**src/design/wsfd_pkg.sv**
```systemverilog
`timescale 1ns / 1ps
// shared types for the websocket frame deframer
// no dependencies

package wsfd_pkg;

	localparam int unsigned LEN_W = 64;
	localparam int unsigned KEY_W = 32;

	localparam logic [6:0] LEN_CODE_16 = 7'd126;
	localparam logic [6:0] LEN_CODE_64 = 7'd127;
	localparam logic [3:0] EXT_BYTES_16 = 4'd2;
	localparam logic [3:0] EXT_BYTES_64 = 4'd8;
	localparam logic [3:0] KEY_BYTES = 4'd4;

	typedef enum logic [2:0] {
		PH_FIRST   = 3'd0,
		PH_SECOND  = 3'd1,
		PH_EXT     = 3'd2,
		PH_KEY     = 3'd3,
		PH_PAYLOAD = 3'd4
	} phase_t;

	typedef enum logic {
		KIND_HEADER  = 1'b0,
		KIND_PAYLOAD = 1'b1
	} kind_t;

	typedef enum logic {
		ST_OK        = 1'b0,
		ST_TRUNCATED = 1'b1
	} status_t;

	typedef struct packed {
		kind_t             kind;
		logic              fin_flag;
		logic [3:0]        frame_opcode;
		logic              mask_flag;
		logic [LEN_W-1:0]  frame_length;
		logic [7:0]        payload_byte;
		logic              frame_last;
		status_t           status;
	} res_t;

endpackage

```
**src/design/wsfd_parser.sv**
```systemverilog
`timescale 1ns / 1ps
// frame parser: header/extension/key/payload state and one-byte step logic
// depends on wsfd_pkg

module wsfd_parser (
	input  logic            clk,
	input  logic            arst_n,
	input  logic            step,
	input  logic [7:0]      byte_in,
	input  logic            end_in,
	output logic            res_valid,
	output wsfd_pkg::res_t  res
);

	wsfd_pkg::phase_t ph_q, ph_n;
	logic [3:0]                   ext_q, ext_n;
	logic [wsfd_pkg::LEN_W-1:0]   len_q, len_n;
	logic [wsfd_pkg::LEN_W-1:0]   rem_q, rem_n;
	logic [wsfd_pkg::KEY_W-1:0]   key_q, key_n;
	logic [1:0]                   idx_q, idx_n;
	logic [5:0]                   hb_q, hb_n;

	always_ff @(posedge clk or negedge arst_n) begin
		if (!arst_n) begin
			ph_q  <= wsfd_pkg::PH_FIRST;
			ext_q <= '0;
			len_q <= '0;
			rem_q <= '0;
			key_q <= '0;
			idx_q <= '0;
			hb_q  <= '0;
		end else if (step) begin
			ph_q  <= ph_n;
			ext_q <= ext_n;
			len_q <= len_n;
			rem_q <= rem_n;
			key_q <= key_n;
			idx_q <= idx_n;
			hb_q  <= hb_n;
		end
	end

	always_comb begin
		logic       hdr_done;
		logic [7:0] kb;
		logic       last;
		hdr_done  = 1'b0;
		kb        = '0;
		last      = 1'b0;
		ph_n      = ph_q;
		ext_n     = ext_q;
		len_n     = len_q;
		rem_n     = rem_q;
		key_n     = key_q;
		idx_n     = idx_q;
		hb_n      = hb_q;
		res_valid = 1'b0;
		res.kind         = wsfd_pkg::KIND_HEADER;
		res.payload_byte = '0;
		res.frame_last   = 1'b0;
		res.status       = wsfd_pkg::ST_OK;

		case (ph_q)
			wsfd_pkg::PH_SECOND: begin
				hb_n = {hb_q[5:1], byte_in[7]};
				if (byte_in[6:0] == wsfd_pkg::LEN_CODE_16
						|| byte_in[6:0] == wsfd_pkg::LEN_CODE_64) begin
					len_n = '0;
					ext_n = (byte_in[6:0] == wsfd_pkg::LEN_CODE_16)
						? wsfd_pkg::EXT_BYTES_16 : wsfd_pkg::EXT_BYTES_64;
					ph_n  = wsfd_pkg::PH_EXT;
				end else begin
					len_n = {{(wsfd_pkg::LEN_W-7){1'b0}}, byte_in[6:0]};
					if (byte_in[7]) begin
						ext_n = wsfd_pkg::KEY_BYTES;
						ph_n  = wsfd_pkg::PH_KEY;
					end else begin
						hdr_done = 1'b1;
					end
				end
			end
			wsfd_pkg::PH_EXT: begin
				len_n = {len_q[wsfd_pkg::LEN_W-9:0], byte_in};
				ext_n = ext_q - 4'd1;
				if (ext_n == '0) begin
					if (hb_q[0]) begin
						ext_n = wsfd_pkg::KEY_BYTES;
						ph_n  = wsfd_pkg::PH_KEY;
					end else begin
						hdr_done = 1'b1;
					end
				end
			end
			wsfd_pkg::PH_KEY: begin
				key_n = {key_q[wsfd_pkg::KEY_W-9:0], byte_in};
				ext_n = ext_q - 4'd1;
				if (ext_n == '0)
					hdr_done = 1'b1;
			end
			wsfd_pkg::PH_PAYLOAD: begin
				// key byte 0 sits in the top octet of the key register
				if (hb_q[0]) begin
					case (idx_q)
						2'd0:    kb = key_q[31:24];
						2'd1:    kb = key_q[23:16];
						2'd2:    kb = key_q[15:8];
						default: kb = key_q[7:0];
					endcase
				end
				idx_n = idx_q + 2'd1;
				rem_n = rem_q - {{(wsfd_pkg::LEN_W-1){1'b0}}, 1'b1};
				last  = (rem_q == {{(wsfd_pkg::LEN_W-1){1'b0}}, 1'b1}) || end_in;
				res_valid        = 1'b1;
				res.kind         = wsfd_pkg::KIND_PAYLOAD;
				res.payload_byte = byte_in ^ kb;
				res.frame_last   = last;
				res.status       = (rem_n != '0 && end_in)
					? wsfd_pkg::ST_TRUNCATED : wsfd_pkg::ST_OK;
				ph_n = last ? wsfd_pkg::PH_FIRST : wsfd_pkg::PH_PAYLOAD;
			end
			default: begin
				hb_n  = {byte_in[7], byte_in[3:0], 1'b0};
				len_n = '0;
				rem_n = '0;
				key_n = '0;
				idx_n = '0;
				ext_n = '0;
				ph_n  = wsfd_pkg::PH_SECOND;
			end
		endcase

		if (hdr_done) begin
			rem_n     = len_n;
			idx_n     = '0;
			res_valid = 1'b1;
			if (len_n == '0) begin
				res.frame_last = 1'b1;
				ph_n = wsfd_pkg::PH_FIRST;
			end else if (end_in) begin
				res.frame_last = 1'b1;
				res.status     = wsfd_pkg::ST_TRUNCATED;
				ph_n = wsfd_pkg::PH_FIRST;
			end else begin
				ph_n = wsfd_pkg::PH_PAYLOAD;
			end
		end else if (ph_q != wsfd_pkg::PH_PAYLOAD && end_in) begin
			// stream ran out inside the header
			res_valid      = 1'b1;
			res.frame_last = 1'b1;
			res.status     = wsfd_pkg::ST_TRUNCATED;
			ph_n = wsfd_pkg::PH_FIRST;
		end

		res.fin_flag     = hb_n[5];
		res.frame_opcode = hb_n[4:1];
		res.mask_flag    = hb_n[0];
		res.frame_length = len_n;
	end

	a_payload_left: assert property (@(posedge clk) disable iff (!arst_n)
		ph_q == wsfd_pkg::PH_PAYLOAD |-> rem_q != '0)
		else $error("payload phase with nothing left");

	a_ext_count: assert property (@(posedge clk) disable iff (!arst_n)
		ph_q == wsfd_pkg::PH_EXT |-> (ext_q != '0 && ext_q <= wsfd_pkg::EXT_BYTES_64))
		else $error("extension byte count out of range");

	a_key_count: assert property (@(posedge clk) disable iff (!arst_n)
		ph_q == wsfd_pkg::PH_KEY |-> (ext_q != '0 && ext_q <= wsfd_pkg::KEY_BYTES))
		else $error("key byte count out of range");

	a_last_returns: assert property (@(posedge clk) disable iff (!arst_n)
		step && res_valid && res.frame_last |=> ph_q == wsfd_pkg::PH_FIRST)
		else $error("frame end did not return to first header byte");

endmodule

```
**src/design/wsfd_out_reg.sv**
```systemverilog
`timescale 1ns / 1ps
// result holding register with valid/ready toward the consumer
// depends on wsfd_pkg

module wsfd_out_reg (
	input  logic            clk,
	input  logic            arst_n,
	input  logic            load,
	input  wsfd_pkg::res_t  res_in,
	input  logic            ready,
	output logic            valid,
	output logic            slot_free,
	output wsfd_pkg::res_t  res_q
);

	logic valid_q;

	assign valid     = valid_q;
	assign slot_free = !valid_q || ready;

	always_ff @(posedge clk or negedge arst_n) begin
		if (!arst_n) begin
			valid_q <= 1'b0;
		end else if (load) begin
			valid_q <= 1'b1;
		end else if (ready) begin
			valid_q <= 1'b0;
		end
	end

	always_ff @(posedge clk) begin
		if (load) begin
			res_q <= res_in;
		end
	end

endmodule

```
**src/design/websocket_frame_deframer_unit.sv**
```systemverilog
`timescale 1ns / 1ps
// top level of the websocket receive frame deframer
// depends on wsfd_pkg, wsfd_parser, wsfd_out_reg

// channel   handshake                    payload
// -------   ---------------------------  -----------------------------------------
// input     data_valid / data_ready      data_byte, stream_end
// result    result_valid / result_ready  kind, fin_flag, frame_opcode, mask_flag,
//                                        frame_length, payload_byte, frame_last, status
//
// one byte per cycle sustained while the result slot is free or being taken; an item
// lands in the input register at acceptance, and the parser step then loads its
// result, if the byte yields one, into the result register, which raises result_valid
// the parser step is a single pass: phase decode, 64-bit length shift/decrement/compare
// reset (arst_n low) returns the parser to expecting a first header byte, all state zero
// a stalled result holds the input register and the parser state; bytes keep flowing
// while the result register is free or being taken in the same cycle

module websocket_frame_deframer_unit (
	input  logic        clk,
	input  logic        arst_n,
	input  logic        data_valid,
	output logic        data_ready,
	input  logic [7:0]  data_byte,
	input  logic        stream_end,
	output logic        result_valid,
	input  logic        result_ready,
	output logic        kind,
	output logic        fin_flag,
	output logic [3:0]  frame_opcode,
	output logic        mask_flag,
	output logic [63:0] frame_length,
	output logic [7:0]  payload_byte,
	output logic        frame_last,
	output logic        status
);

	// input register stage
	logic       valid_s1;
	logic [7:0] byte_s1;
	logic       end_s1;

	logic           advance;
	logic           slot_free;
	logic           res_valid;
	wsfd_pkg::res_t res_step;
	wsfd_pkg::res_t res_out;

	// the byte in stage one steps the parser only when the result slot can take it
	assign advance    = valid_s1 && slot_free;
	assign data_ready = !valid_s1 || advance;

	always_ff @(posedge clk or negedge arst_n) begin
		if (!arst_n) begin
			valid_s1 <= 1'b0;
		end else if (data_ready) begin
			valid_s1 <= data_valid;
		end
	end

	always_ff @(posedge clk) begin
		if (data_ready && data_valid) begin
			byte_s1 <= data_byte;
			end_s1  <= stream_end;
		end
	end

	wsfd_parser u_parser (
		.clk       (clk),
		.arst_n    (arst_n),
		.step      (advance),
		.byte_in   (byte_s1),
		.end_in    (end_s1),
		.res_valid (res_valid),
		.res       (res_step)
	);

	wsfd_out_reg u_out (
		.clk       (clk),
		.arst_n    (arst_n),
		.load      (advance && res_valid),
		.res_in    (res_step),
		.ready     (result_ready),
		.valid     (result_valid),
		.slot_free (slot_free),
		.res_q     (res_out)
	);

	// unpack the result item onto its field ports
	assign kind         = res_out.kind;
	assign fin_flag     = res_out.fin_flag;
	assign frame_opcode = res_out.frame_opcode;
	assign mask_flag    = res_out.mask_flag;
	assign frame_length = res_out.frame_length;
	assign payload_byte = res_out.payload_byte;
	assign frame_last   = res_out.frame_last;
	assign status       = res_out.status;

endmodule

```
**config.mk**
```make
export PLATFORM = sky130hd
export DESIGN_NAME = websocket_frame_deframer_unit
export DESIGN_NICKNAME = d
export VERILOG_FILES = /design/src/design/wsfd_pkg.sv /design/src/design/wsfd_parser.sv /design/src/design/wsfd_out_reg.sv /design/src/design/websocket_frame_deframer_unit.sv
export SDC_FILE = /design/constraint.sdc
export NUM_CORES = 1
export LEC_CHECK = 0
export BUFFER_PORTS_ARGS = -buffer_cell sky130_fd_sc_hd__buf_2
export CORE_MARGIN = 1.5
export CORE_UTILIZATION = 40
export CTS_CLUSTER_SIZE = 24
export DETAILED_ROUTE_END_ITERATION = 8
export PLACE_DENSITY = 0.66
export SLEW_MARGIN = 10
export SYNTH_ARGS = -nofsm -noshare
export SYNTH_HDL_FRONTEND = slang
export SYNTH_HIERARCHICAL = 1
export SYNTH_SLANG_ARGS = --single-unit
```
**constraint.sdc**
```tcl
create_clock -name clk -period 7.7 [get_ports clk]
set_input_delay 1.155 -clock clk [delete_from_list [all_inputs] [get_ports clk]]
set_output_delay 1.155 -clock clk [all_outputs]
set_load 0.01 [all_outputs]
```
# --- Word-level counts from Yosys, hierarchy flattened ---
# Index checks and enable logic that the tools add are counted.
word_totals:
  regBits: 267
  input_bits: 13
  out_inout_bits: 83
  wordCells: 110
op_classes:
  n_addsub: 3
  n_eq_ne: 16
  n_mux: 45
  n_bitwise: 3
  reduce_logical: 24
op_table:
  columns: ["op", "count"]
  rows:
  - ["$pmux 64 s3", 1]
  - ["$pmux 64 s2", 1]
  - ["$eq 64x1->1 const B", 1]
  - ["$logic_not 64->1", 1]
  - ["$mux 64", 1]
  - ["$pmux 32 s2", 1]
  - ["$reduce_bool 64->1", 1]
  - ["$sub 64x1->64 const B", 1]
  - ["$mux 3", 9]
  - ["$pmux 8 s3", 1]
  - ["$mux 4", 5]
  - ["$mux 8", 2]
  - ["$pmux 4 s4", 1]
  - ["$eq 7x7->1 const B", 2]
  - ["$mux 1", 13]
  - ["$pmux 3 s4", 1]
  - ["$pmux 6 s2", 1]
  - ["$mux 2", 5]
  - ["$reduce_or 3->1", 3]
  - ["$ne 4x1->1 const B", 2]
  - ["$xor 8x8->8", 1]
  - ["$mux 7", 1]
  - ["$eq 3x2->1 const B", 2]
  - ["$logic_and 1x1->1", 5]
  - ["23 further kinds", 29]

# --- Longest topological paths before layout ---
# Gate-level depths: netlist of run 1.
logic_depth:
  ltp_word: 8
  mapped_depth: 11
  mapped_depth_nobuf: 10

# --- Modules after synthesis ---
# Netlist of run 1, hierarchy kept.
modules_own_cells:
  columns: ["module", "n_inst", "cells_per_inst", "area_per_inst_um2", "seq_area_each_um2"]
  rows:
  - ["wsfd_parser", 1, 1282, 10672.7, 4379.2]
  - ["wsfd_out_reg", 1, 84, 2479.9, 2457.4]
  - ["websocket_frame_deframer_unit", 1, 15, 336.6, 295.3]

# --- Worst setup path before layout of run 1 ---
# No wires, ideal clock.
synth_timing:
  path_type: "flip-flop to flip-flop"
  start: "register u_parser.ext_q[0]"
  end: "register u_out/res_q[0] in the netlist's numbering, enable pin"
  setup_time_ps: 449
  t_arrival_ps: 3787
  required_ps: 7251
  path_slack_ps: 3464
  stages_incl_launch_ff: 11
  path_buffers: 1
  period_less_slack_ps: 4236
  path_cell_list: "dfrtp_1 > inv_1 > ha_1 > xnor2_1 > nand4_1 > o21ai_1 > nor2b_1 > clkbuf_1 > nor2_1 > nand2_1 > and3_1"
synth_via:
  elab_chain_cells: 6
  word_cells_on_any_way: 7
  cone_classes: "1 x add/sub; 4 x mux; 2 x reduce/logical"
synth_rtl:
  columns: ["element", "line_no", "rtl"]
  rows:
  - ["start, declared", "wsfd_parser.sv:16", "logic [3:0] ext_q, ext_n;"]
  - ["start signal, assigned", "wsfd_parser.sv:34", "ext_q <= ext_n;"]
  - ["$sub 4x1->4 *", "wsfd_parser.sv:84, wsfd_parser.sv:96", null]
  - ["$logic_not 4->1 *", "wsfd_parser.sv:85, wsfd_parser.sv:97", null]
  - ["$mux 1 (on tied branches)", "wsfd_parser.sv:97, wsfd_parser.sv:85", null]
  - ["$pmux 1 s3 *", "wsfd_parser.sv:63", "case (ph_q)"]
  - ["$mux 1 *", "wsfd_parser.sv:132", "if (hdr_done) begin"]
  - ["net res_valid", "websocket_frame_deframer_unit.sv:45", "logic res_valid;"]
  - ["$logic_and 1x1->1 *", "websocket_frame_deframer_unit.sv:81", ".load (advance && res_valid),"]
  - ["end signal, assigned", "wsfd_out_reg.sv:33", "res_q <= res_in;"]
  - ["end, declared", "wsfd_out_reg.sv:13", "output wsfd_pkg::res_t res_q"]
# The timed path passes the listed nets; every way through them passes the cells marked *.
# A chain may end at the register's enable or synchronous reset.

==> results of run 1 <==
## state kept, by name, summed over array words and instances, names as in the netlist
name / flops
u_parser/rem_q: 64
valid_s1: 1
u_parser/len_q: 64
u_out/res_q: 81
u_parser/hb_q: 6
u_out/valid: 1
u_parser/ext_q: 4
end_s1: 1
byte_s1: 8
u_parser/idx_q: 2
u_parser/ph_q: 3
u_parser/key_q: 32
## per-stage QoR
step | setup WS (ns) | hold slack, ns | util | instances | area, um2
floorplan | 3.464 | 0.4500 | - | 1381 | 13490
global placement | 3.543 | 0.4655 | 0.4282 | 1843 | 14290
detailed placement | 3.517 | 0.4711 | 0.4282 | 1843 | 14290
CTS | 3.491 | 0.4841 | 0.4569 | 1897 | 15240
global route | 3.201 | 0.5099 | 0.4569 | 1897 | 15240
finish | 3.375 | 0.4848 | 0.4569 | 1897 | 15240
## per-layer routing
metal,track usage,wire (um),vias to the layer above,part of all wire
li1,-,-,5175,-
met1,0.3496,18750,5614,0.44
met2,0.3572,18520,592,0.44
met3,0.03686,3393,106,0.080
met4,0.08127,1525,0,0.036
met5,0,0,-,0
## worst max-delay path: stages (launching register included)
cell and delay, ns:
dfrtp_1 0.82, nand3b_1 0.25, nand2_2 0.58, a22oi_1 0.87
and4_1 0.30, nand4_1 0.16, nor4_1 0.64, a41o_1 0.34
a21oi_1 0.06
## area by class of cell
cell class | instances | area [um2]
clock buffers | 36 | 793.3
clock inverters | 18 | 163.9
fillers | 3213 | 18120
inverters | 75 | 281.5
multi-input cells | 946 | 5742
flip-flops and latches | 267 | 7132
well taps | 448 | 560.5
repair buffers | 107 | 571.8
## worst paths after layout
check	endpoint	slack [ns]	cells past startpoint
max in group asynchronous	u_parser/len_q[28]$_DFFE_PN0P_	5.35	2
setup reg to reg	u_out/res_q[0]$_DFFE_PP_	3.37	8
hold / removal	u_parser/key_q[26]$_DFFE_PN0P_	0.48	2
min in group asynchronous	u_parser/key_q[10]$_DFFE_PN0P_	0.69	1
setup / recovery	u_out/res_q[0]$_DFFE_PP_	3.37	8
hold reg to reg	u_parser/key_q[26]$_DFFE_PN0P_	0.48	2
## kinds of logic (layout without fill, tap and decap cells)
family / Yosys count / in the layout
AND/OR/NAND/NOR: 460 / 460
XOR/XNOR: 41 / 41
flip-flops: 267 / 267
multiplexers: 25 / 25
adder cells (fa/ha/maj): 9 / 9
AO/OA/AOI/OAI: 411 / 411
buffers and inverters: 168 / 236
## cell usage in the layout, fill, tap and decap left out, types with 9 or more instances in the layout
master	synthesis	routed
dfrtp_1	177	177
o21ai_0	133	133
nand2_1	133	132
nor2_1	126	126
buf_2	13	94
a21oi_1	93	93
edfxtp_1	90	90
inv_1	74	74
a22oi_1	60	60
nor3_1	41	40
nor4_1	39	39
clkbuf_16	0	30
a22o_1	26	26
nand3_1	24	24
mux2_2	23	23
xor2_1	23	23
xnor2_1	18	18
o22ai_1	17	17
or3_1	16	16
buf_4	0	12
o31ai_1	11	11
nand4_1	11	11
o32a_1	10	10
nor4_2	9	9
or4_1	9	9
ha_1	9	9
## power by group
group / leakage (nW) / internal [W] / switching (W) / total, W
Sequential: 3.20 / 0.00201 / 0.000521 / 0.00253
Clock: 0.463 / 0.000802 / 0.000600 / 0.00140
Combinational: 2.76 / 0.00108 / 0.00245 / 0.00353
==> flow_metrics.tcl, run 1 <==
set metrics [dict create \
    syn2layout_area_growth_pct 13.01 \
    final_nets 1448 \
    synth_edf_count 90 \
    finClkSkew_ns 0.02379 \
    clk_path_buf_depth 3 \
    die_w_um 186.6 \
    synth_compound_area_frac 0.1938 \
    cap_violations 0 \
    max-vdd-ir-drop_uv 242.3 \
    r2r_start "u_parser/ph_q[2]$_DFFE_PN0P_" \
    postSynthNetCount 1403 \
    vias 11487 \
    synth_area_leaders "dfrtp_1 33%, edfxtp_1 20%, o21ai_0 4.9%, nand2_1 3.7%, nor2_1 3.5%" \
    powerDensity_mw_per_mm2 489.5 \
    yosys.area_share.simple 0.1739 \
    initial_core_util 0.4043 \
    post_cts_buffers 0 \
    grt_max_degree 107 \
    grt_pass1_vias 10817 \
    drt_iter0_markers 1601 \
    cts_resized 0 \
    htree_levels 1 \
    cts_root_buf "clkbuf_16" \
    die_y_um 186.6 \
    min_from "u_parser/key_q[26]$_DFFE_PN0P_" \
    synth.area.mux_share 0.02068 \
    hold_viol_final 0 \
    syn_area_per_cell_um2 9.768 \
    gp_congestion 0.9875 \
    startpoint "u_parser/ph_q[2]$_DFFE_PN0P_" \
    cts.clk_slew.worst_paths_ns 0.06 \
    required_ns 8.00 \
    relSlewSlack 0.2243 \
    drt_wl_total_mm 42.18 \
    netlist_top_cells_count "177 x dfrtp_1, 133 x nand2_1, 133 x o21ai_0, 126 x nor2_1, 93 x a21oi_1" \
    synthMostInstantiatedCell "dfrtp_1" \
    antenna_found_initial 0 \
    cts_tree "yes" \
    fmax_mhz 231.2 \
    setup_viol 0 \
    yosysSeqAreaShare 0.5287 \
    synth-adder-area-share 0.008348 \
    run_status "completed" \
    hold_path_class "reg -> reg" \
    fin_crit_sh 0.5617 \
    io_pins 96 \
    place_hpwl_mm 28.60 \
    drc 0 \
    detail-route-antenna-nets 0 \
    grt_pass1_wl_mm 65.30 \
    clk_latency_ns 0.58 \
    arrival_ns 4.63 \
    drt-pass1-iter-count 7 \
    leakagePower_nw 6.423 \
    ys_ff_latch 267 \
    grt_overflow 0 \
    finalSetupTns_ns 0 \
    via_per_inst 6.055 \
    critical_path.max_fanout 47 \
    worstMarginPinSlew_ns 1.164 \
    endpoint_kind "register" \
    fin_crit_ns 4.325 \
    synth-xor-area-share 0.02662 \
    yosysUniqueCellTypes 73 \
    synthArstFlopShare 0.6629 \
    grt_util_all_layers 0.2378 \
    wire_per_inst_um 22.24 \
    power_w 0.007462 \
    num_antenna_cells 0 \
    start_kind "register" \
    ys.flop_type "dfrtp_1" \
    yosys_warnings 6 \
    synth_area_mm2 0.01349 \
    die_area_mm2 0.03483 \
    drive_above_1_share 0.1477 \
    rsz0062_at_grt "no" \
    drv_slew 0 \
    worst-setup-path-type "reg -> reg" \
    synth_top_area_frac 0.3284 \
    holdBufCountCts 0 \
    synth_top_family_by_area "compound AO/OA/AOI/OAI gates" \
    numCtsBuffers 29 \
    syn_inst 1381 \
    portBuffers 95 \
    cts_sinks 267 \
    num_rows 67 \
    core_area_mm2 0.03336 \
    synth_top_area_cell "dfrtp_1" \
]
Power figures use the tool's default switching activity.
==> run 2: changes to the inputs <==
==> constraint.sdc (replaced) <==
create_clock -name clk -period 4.3 [get_ports clk]
set_input_delay 0.645 -clock clk [delete_from_list [all_inputs] [get_ports clk]]
set_output_delay 0.645 -clock clk [all_outputs]
set_load 0.01 [all_outputs]
==> flow_metrics.tcl, run 2 (synthesized netlist as in run 1, its figures left out) <==
set metrics [dict create \
    num_rows 67 \
    cts_tree "yes" \
    crit_chain "inv_1 -> ha_1 -> nor3b_2 -> nand3_1 -> or2_2 -> xnor2_1 -> nor4_1 -> nand4_1 -> nor4_1 -> a21oi_1" \
    post_cts_buffers 0 \
    reg_top3 "u_out/res_q: 81 flops, u_parser/len_q: 64 flops, u_parser/rem_q: 64 flops" \
    start_kind "register" \
    final_common_cell "dfrtp_1" \
    required_ns 4.61 \
    core_area_mm2 0.03336 \
    pwr-share-clk 0.195 \
    gp_congestion 0.9362 \
    gr-usage-met2 0.3584 \
    largest_reg_flops 81 \
    use_met1 0.3506 \
    dp_cells 1856 \
    top_usage_layer "met2" \
    cts_root_buf "clkbuf_16" \
    detail-route-antenna-nets 0 \
    fin_crit_ns 3.666 \
    grt_pass1_vias 10679 \
    cts_sinks 267 \
    cpMaxStageDelayCell "nor4_1" \
    drt_wl_total_mm 42.44 \
    grt_use_met3 0.03066 \
    clk_path_buf_depth 3 \
    initial_core_util 0.4043 \
    critical_path.max_fanout 8 \
    numCtsBuffers 28 \
    p_int_w 0.007125 \
    rsz0062_at_grt "no" \
    syn2layout_area_growth_pct 14.49 \
    drt_iter0_markers 1529 \
    die_y_um 186.6 \
    grt_pass1_wl_mm 65.29 \
    via_per_inst 6.020 \
    num_antenna_cells 0 \
    htree_levels 1 \
    hold_viol_final 0 \
    relSlewSlack 0.2445 \
    max-vdd-ir-drop_uv 481.2 \
    slowest_delay_ns 0.58 \
    run_status "completed" \
    r2r_start "u_parser/rem_q[1]$_DFFE_PN0P_" \
    die_area_mm2 0.03483 \
    antenna_found_initial 0 \
    p_sw_w 0.006469 \
    drive_above_1_share 0.1596 \
    multi_input_area_mm2 0.005739 \
    hold_path_class "in -> async" \
    fmax_mhz 272.8 \
    setup_viol 0 \
    largest_register "u_out/res_q" \
    clk_latency_ns 0.57 \
    layout_common_cells "177 x dfrtp_1, 133 x o21ai_0, 132 x nand2_1" \
    io_pins 96 \
    fin_crit_sh 0.8525 \
    die_w_um 186.6 \
    finalNonFillerCells 1908 \
    cts_resized 0 \
    wire_per_inst_um 22.24 \
    place_hpwl_mm 29.43 \
    power_frac_seq 0.336 \
    crit_top_cell "nor4_1" \
    drv_slew 0 \
    powerDensity_mw_per_mm2 880.3 \
    final_core_util 0.4629 \
    leakagePower_nw 6.522 \
    fillerInstances 3198 \
    grt_max_degree 83 \
    postLayoutCellArea_mm2 0.01544 \
    cap_violations 0 \
    crit_family "simple AND/OR/NAND/NOR gates" \
    dpl_cell_area_mm2 0.01442 \
    rrSetupSlack_ns 0.63 \
    comb_power_share 0.469 \
    finClkSkew_ns 0.01999 \
    drc 0 \
    portBuffers 95 \
    regArea_mm2 0.007132 \
    endpoint_kind "register" \
    r2r_end "u_out/res_q[0]$_DFFE_PP_" \
    vias 11487 \
    holdBufCountCts 0 \
    worstRegToRegCells 10 \
    finalSetupTns_ns 0 \
    switching_share 0.4759 \
    grt_overflow 0 \
    worstMarginPinSlew_ns 1.133 \
    grt_util_all_layers 0.2390 \
    worst-setup-path-type "reg -> reg" \
    cts.clk_slew.worst_paths_ns 0.07 \
    arrival_ns 3.97 \
    drt-pass1-iter-count 7 \
    path_buf_inv 1 \
    final_nets 1460 \
]
run 2: cell count changes in the layout (fill, tap and decap cells not counted), sizes merged:
cell | previous run | this run
buf | 107 | 120
clkbuf | 36 | 28
inv | 75 | 79
bufinv | 2 | 5
clkinv | 13 | 12
run 2: area by class of cell:
type	count	area share
clock buffers	28	0.04537
clock inverters	24	0.02090
inverters	75	0.01823
multi-input cells	946	0.3716
flip-flops and latches	267	0.4618
well taps	448	0.03630
repair buffers	120	0.04577
run 2: how the worst max path moves through the flow:
stage | from | endpoint | slack, ns | cells after the start
detailed placement | u_parser/rem_q[0]$_DFFE_PN0P_ | u_out/res_q[0]$_DFFE_PP_ | 0.69 | 10
global placement | u_parser/rem_q[0]$_DFFE_PN0P_ | u_out/res_q[0]$_DFFE_PP_ | 0.73 | 10
global route | u_parser/rem_q[1]$_DFFE_PN0P_ | u_out/res_q[0]$_DFFE_PP_ | 0.41 | 10
finish | u_parser/rem_q[1]$_DFFE_PN0P_ | u_out/res_q[0]$_DFFE_PP_ | 0.63 | 10
CTS | u_parser/rem_q[0]$_DFFE_PN0P_ | u_out/res_q[0]$_DFFE_PP_ | 0.71 | 10
floorplan | u_parser/ext_q[0]$_DFFE_PN0P_ | u_out/res_q[0]$_DFFE_PP_ | 0.06 | 10
run 2: per-layer routing:
| layer | wire (um) | share of wire |
|---|---|---|
| met5 | 0 | 0 |
| met4 | 1654 | 0.039 |
| met3 | 3319 | 0.078 |
| met2 | 18650 | 0.44 |
| met1 | 18810 | 0.44 |
run 2: metrics by stage:
| step | total power [W] | hold WS [ns] | setup slack [ns] |
|---|---|---|---|
| after global placement | 0.01071 | 0.4635 | 0.7349 |
| after floorplan | 0.008523 | 0.3494 | 0.06356 |
| after global routing | 0.01434 | 0.1339 | 0.4072 |
| final | 0.01359 | 0.09104 | 0.6341 |
| after detailed placement | 0.01077 | 0.4720 | 0.6874 |
| after CTS | 0.01348 | 0.1106 | 0.7066 |
run 2: power by group through the flow:
stage          registers, W  clock network [W]  logic [W]
2_1_floorplan       0.00431                  0    0.00421
3_3_place_gp        0.00454                  0    0.00617
3_5_place_dp        0.00456                  0    0.00622
4_1_cts             0.00453            0.00270    0.00625
5_1_grt             0.00466            0.00279    0.00689
6_report            0.00457            0.00265    0.00638
==> run 3: changes to the inputs <==
--- a/config.mk
+++ b/config.mk
@@ -6,11 +6,13 @@
 export NUM_CORES = 1
 export LEC_CHECK = 0
 export BUFFER_PORTS_ARGS = -buffer_cell sky130_fd_sc_hd__buf_2
+export CELL_PAD_IN_SITES_DETAIL_PLACEMENT = 1
+export CELL_PAD_IN_SITES_GLOBAL_PLACEMENT = 2
 export CORE_MARGIN = 1.5
-export CORE_UTILIZATION = 40
+export CORE_UTILIZATION = 39
 export CTS_CLUSTER_SIZE = 24
 export DETAILED_ROUTE_END_ITERATION = 8
-export PLACE_DENSITY = 0.66
+export PLACE_DENSITY = 0.89
 export SLEW_MARGIN = 10
 export SYNTH_ARGS = -nofsm -noshare
 export SYNTH_HDL_FRONTEND = slang
==> flow_metrics.tcl, run 3 (synthesized netlist as in run 1, its figures left out) <==
set metrics [dict create \
    worst-setup-path-type "reg -> reg" \
    core_area_mm2 0.03378 \
    grt_util_all_layers 0.2677 \
    antenna_found_initial 1 \
    final_common_cell "dfrtp_1" \
    final_nets 1470 \
    cts_resized 0 \
    leakagePower_nw 6.545 \
    r2r_start "u_parser/rem_q[0]$_DFFE_PN0P_" \
    fin_crit_sh 0.9110 \
    fmax_mhz 255.3 \
    clk_latency_ns 0.57 \
    power_w 0.01376 \
    cts.clk_slew.worst_paths_ns 0.06 \
    gp_congestion 0.9133 \
    post_cts_buffers 0 \
    finClkSkew_ns 0.01657 \
    io_pins 96 \
    grt_overflow 0 \
    drt_iter0_markers 1088 \
    comb_power_share 0.480 \
    endpoint_kind "register" \
    drt_wl_total_mm 47.43 \
    die_w_um 189.0 \
    via_per_inst 6.078 \
    clk_path_buf_depth 3 \
    worstMarginPinSlew_ns 1.067 \
    powerDensity_mw_per_mm2 889.5 \
    largest_reg_flops 81 \
    run_status "completed" \
    die_y_um 189.0 \
    htree_levels 1 \
    drc 0 \
    worstRegToRegCells 10 \
    arrival_ns 4.21 \
    finalSetupTns_ns 0 \
    cts_root_buf "clkbuf_16" \
    holdBufCountCts 0 \
    layout_common_cells "177 x dfrtp_1, 133 x o21ai_0, 132 x nand2_1" \
    rsz0062_at_grt "no" \
    syn2layout_area_growth_pct 14.66 \
    wire_per_inst_um 24.69 \
    cap_violations 0 \
    portBuffers 95 \
    hold_viol_final 0 \
    power_frac_seq 0.332 \
    numCtsBuffers 29 \
    initial_core_util 0.3993 \
    max-vdd-ir-drop_uv 614.2 \
    drt-pass1-iter-count 5 \
    die_area_mm2 0.03571 \
    place_hpwl_mm 33.08 \
    grt_max_degree 91 \
    p_int_w 0.007151 \
    fin_crit_ns 3.917 \
    grt_pass1_wl_mm 73.46 \
    start_kind "register" \
    rrSetupSlack_ns 0.38 \
    critical_path.max_fanout 8 \
    drv_slew 0 \
    largest_register "u_out/res_q" \
    r2r_end "u_out/res_q[0]$_DFFE_PP_" \
    switching_share 0.4802 \
    hold_path_class "in -> async" \
    drive_above_1_share 0.1611 \
    required_ns 4.60 \
    setup_viol 0 \
    num_rows 67 \
    pwr-share-clk 0.188 \
    grt_pass1_vias 11671 \
    relSlewSlack 0.2808 \
    p_sw_w 0.006607 \
    cts_sinks 267 \
    reg_top3 "u_out/res_q: 81 flops, u_parser/len_q: 64 flops, u_parser/rem_q: 64 flops" \
    cts_tree "yes" \
    vias 11676 \
    detail-route-antenna-nets 0 \
]
-- run 3: worst max-delay path by stage --
stage | startpoint | end | cells after the start
floorplan | u_parser/ext_q[0]$_DFFE_PN0P_ | u_out/res_q[0]$_DFFE_PP_ | 10
global placement | u_parser/rem_q[0]$_DFFE_PN0P_ | u_out/res_q[0]$_DFFE_PP_ | 10
detailed placement | u_parser/rem_q[0]$_DFFE_PN0P_ | u_out/res_q[0]$_DFFE_PP_ | 10
CTS | u_parser/rem_q[0]$_DFFE_PN0P_ | u_out/res_q[0]$_DFFE_PP_ | 10
global route | u_parser/rem_q[0]$_DFFE_PN0P_ | u_out/res_q[0]$_DFFE_PP_ | 10
finish | u_parser/rem_q[0]$_DFFE_PN0P_ | u_out/res_q[0]$_DFFE_PP_ | 10
-- run 3: power by group through the flow --
stage	Clock, W	Combinational, W	Sequential (W)
after global routing	0.00273	0.00715	0.00467
after detailed placement	0	0.00647	0.00456
after floorplan	0	0.00421	0.00431
final	0.00259	0.00660	0.00457
after CTS	0.00264	0.00653	0.00454
after global placement	0	0.00638	0.00454
-- run 3: cell type report --
cell class	instances	area (um2)
antenna	2	5.005
inverter	75	281.5
clock inverter	18	216.5
fill	3803	18320
multi-input combinational	946	5741
sequential	267	7132
clock buffer	36	762.0
tap	448	560.5
timing repair buffer	129	769.5
-- run 3: per-layer routing --
layer	GRT usage	part of all wire
met5	0	0
met1	0.3754	0.44
met4	0.09341	0.037
met3	0.04133	0.062
met2	0.4219	0.46
-- run 3: stage by stage --
step                hold slack [ns]  cells  worst slack [ns]  cell area, um2    util
floorplan                    0.3494   1381           0.06356           13490       -
global placement             0.4663   1864            0.5780           14470  0.4283
detailed placement           0.4792   1864            0.5145           14470  0.4283
CTS                          0.2037   1918            0.4425           15450  0.4572
global route                 0.2322   1919            0.1947           15460  0.4577
finish                       0.1494   1921            0.3825           15470  0.4578
-- run 3: worst max-delay path, stage by stage, from the launching register on --
cell and delay [ns]:
dfrtp_1 0.48, inv_1 0.14, ha_1 0.28, nor3b_2 0.54, nand2_1 0.19, nor4_2 0.66
nand3_1 0.18, xor2_1 0.41, nand3_1 0.15, nor4_1 0.49, a21oi_1 0.14
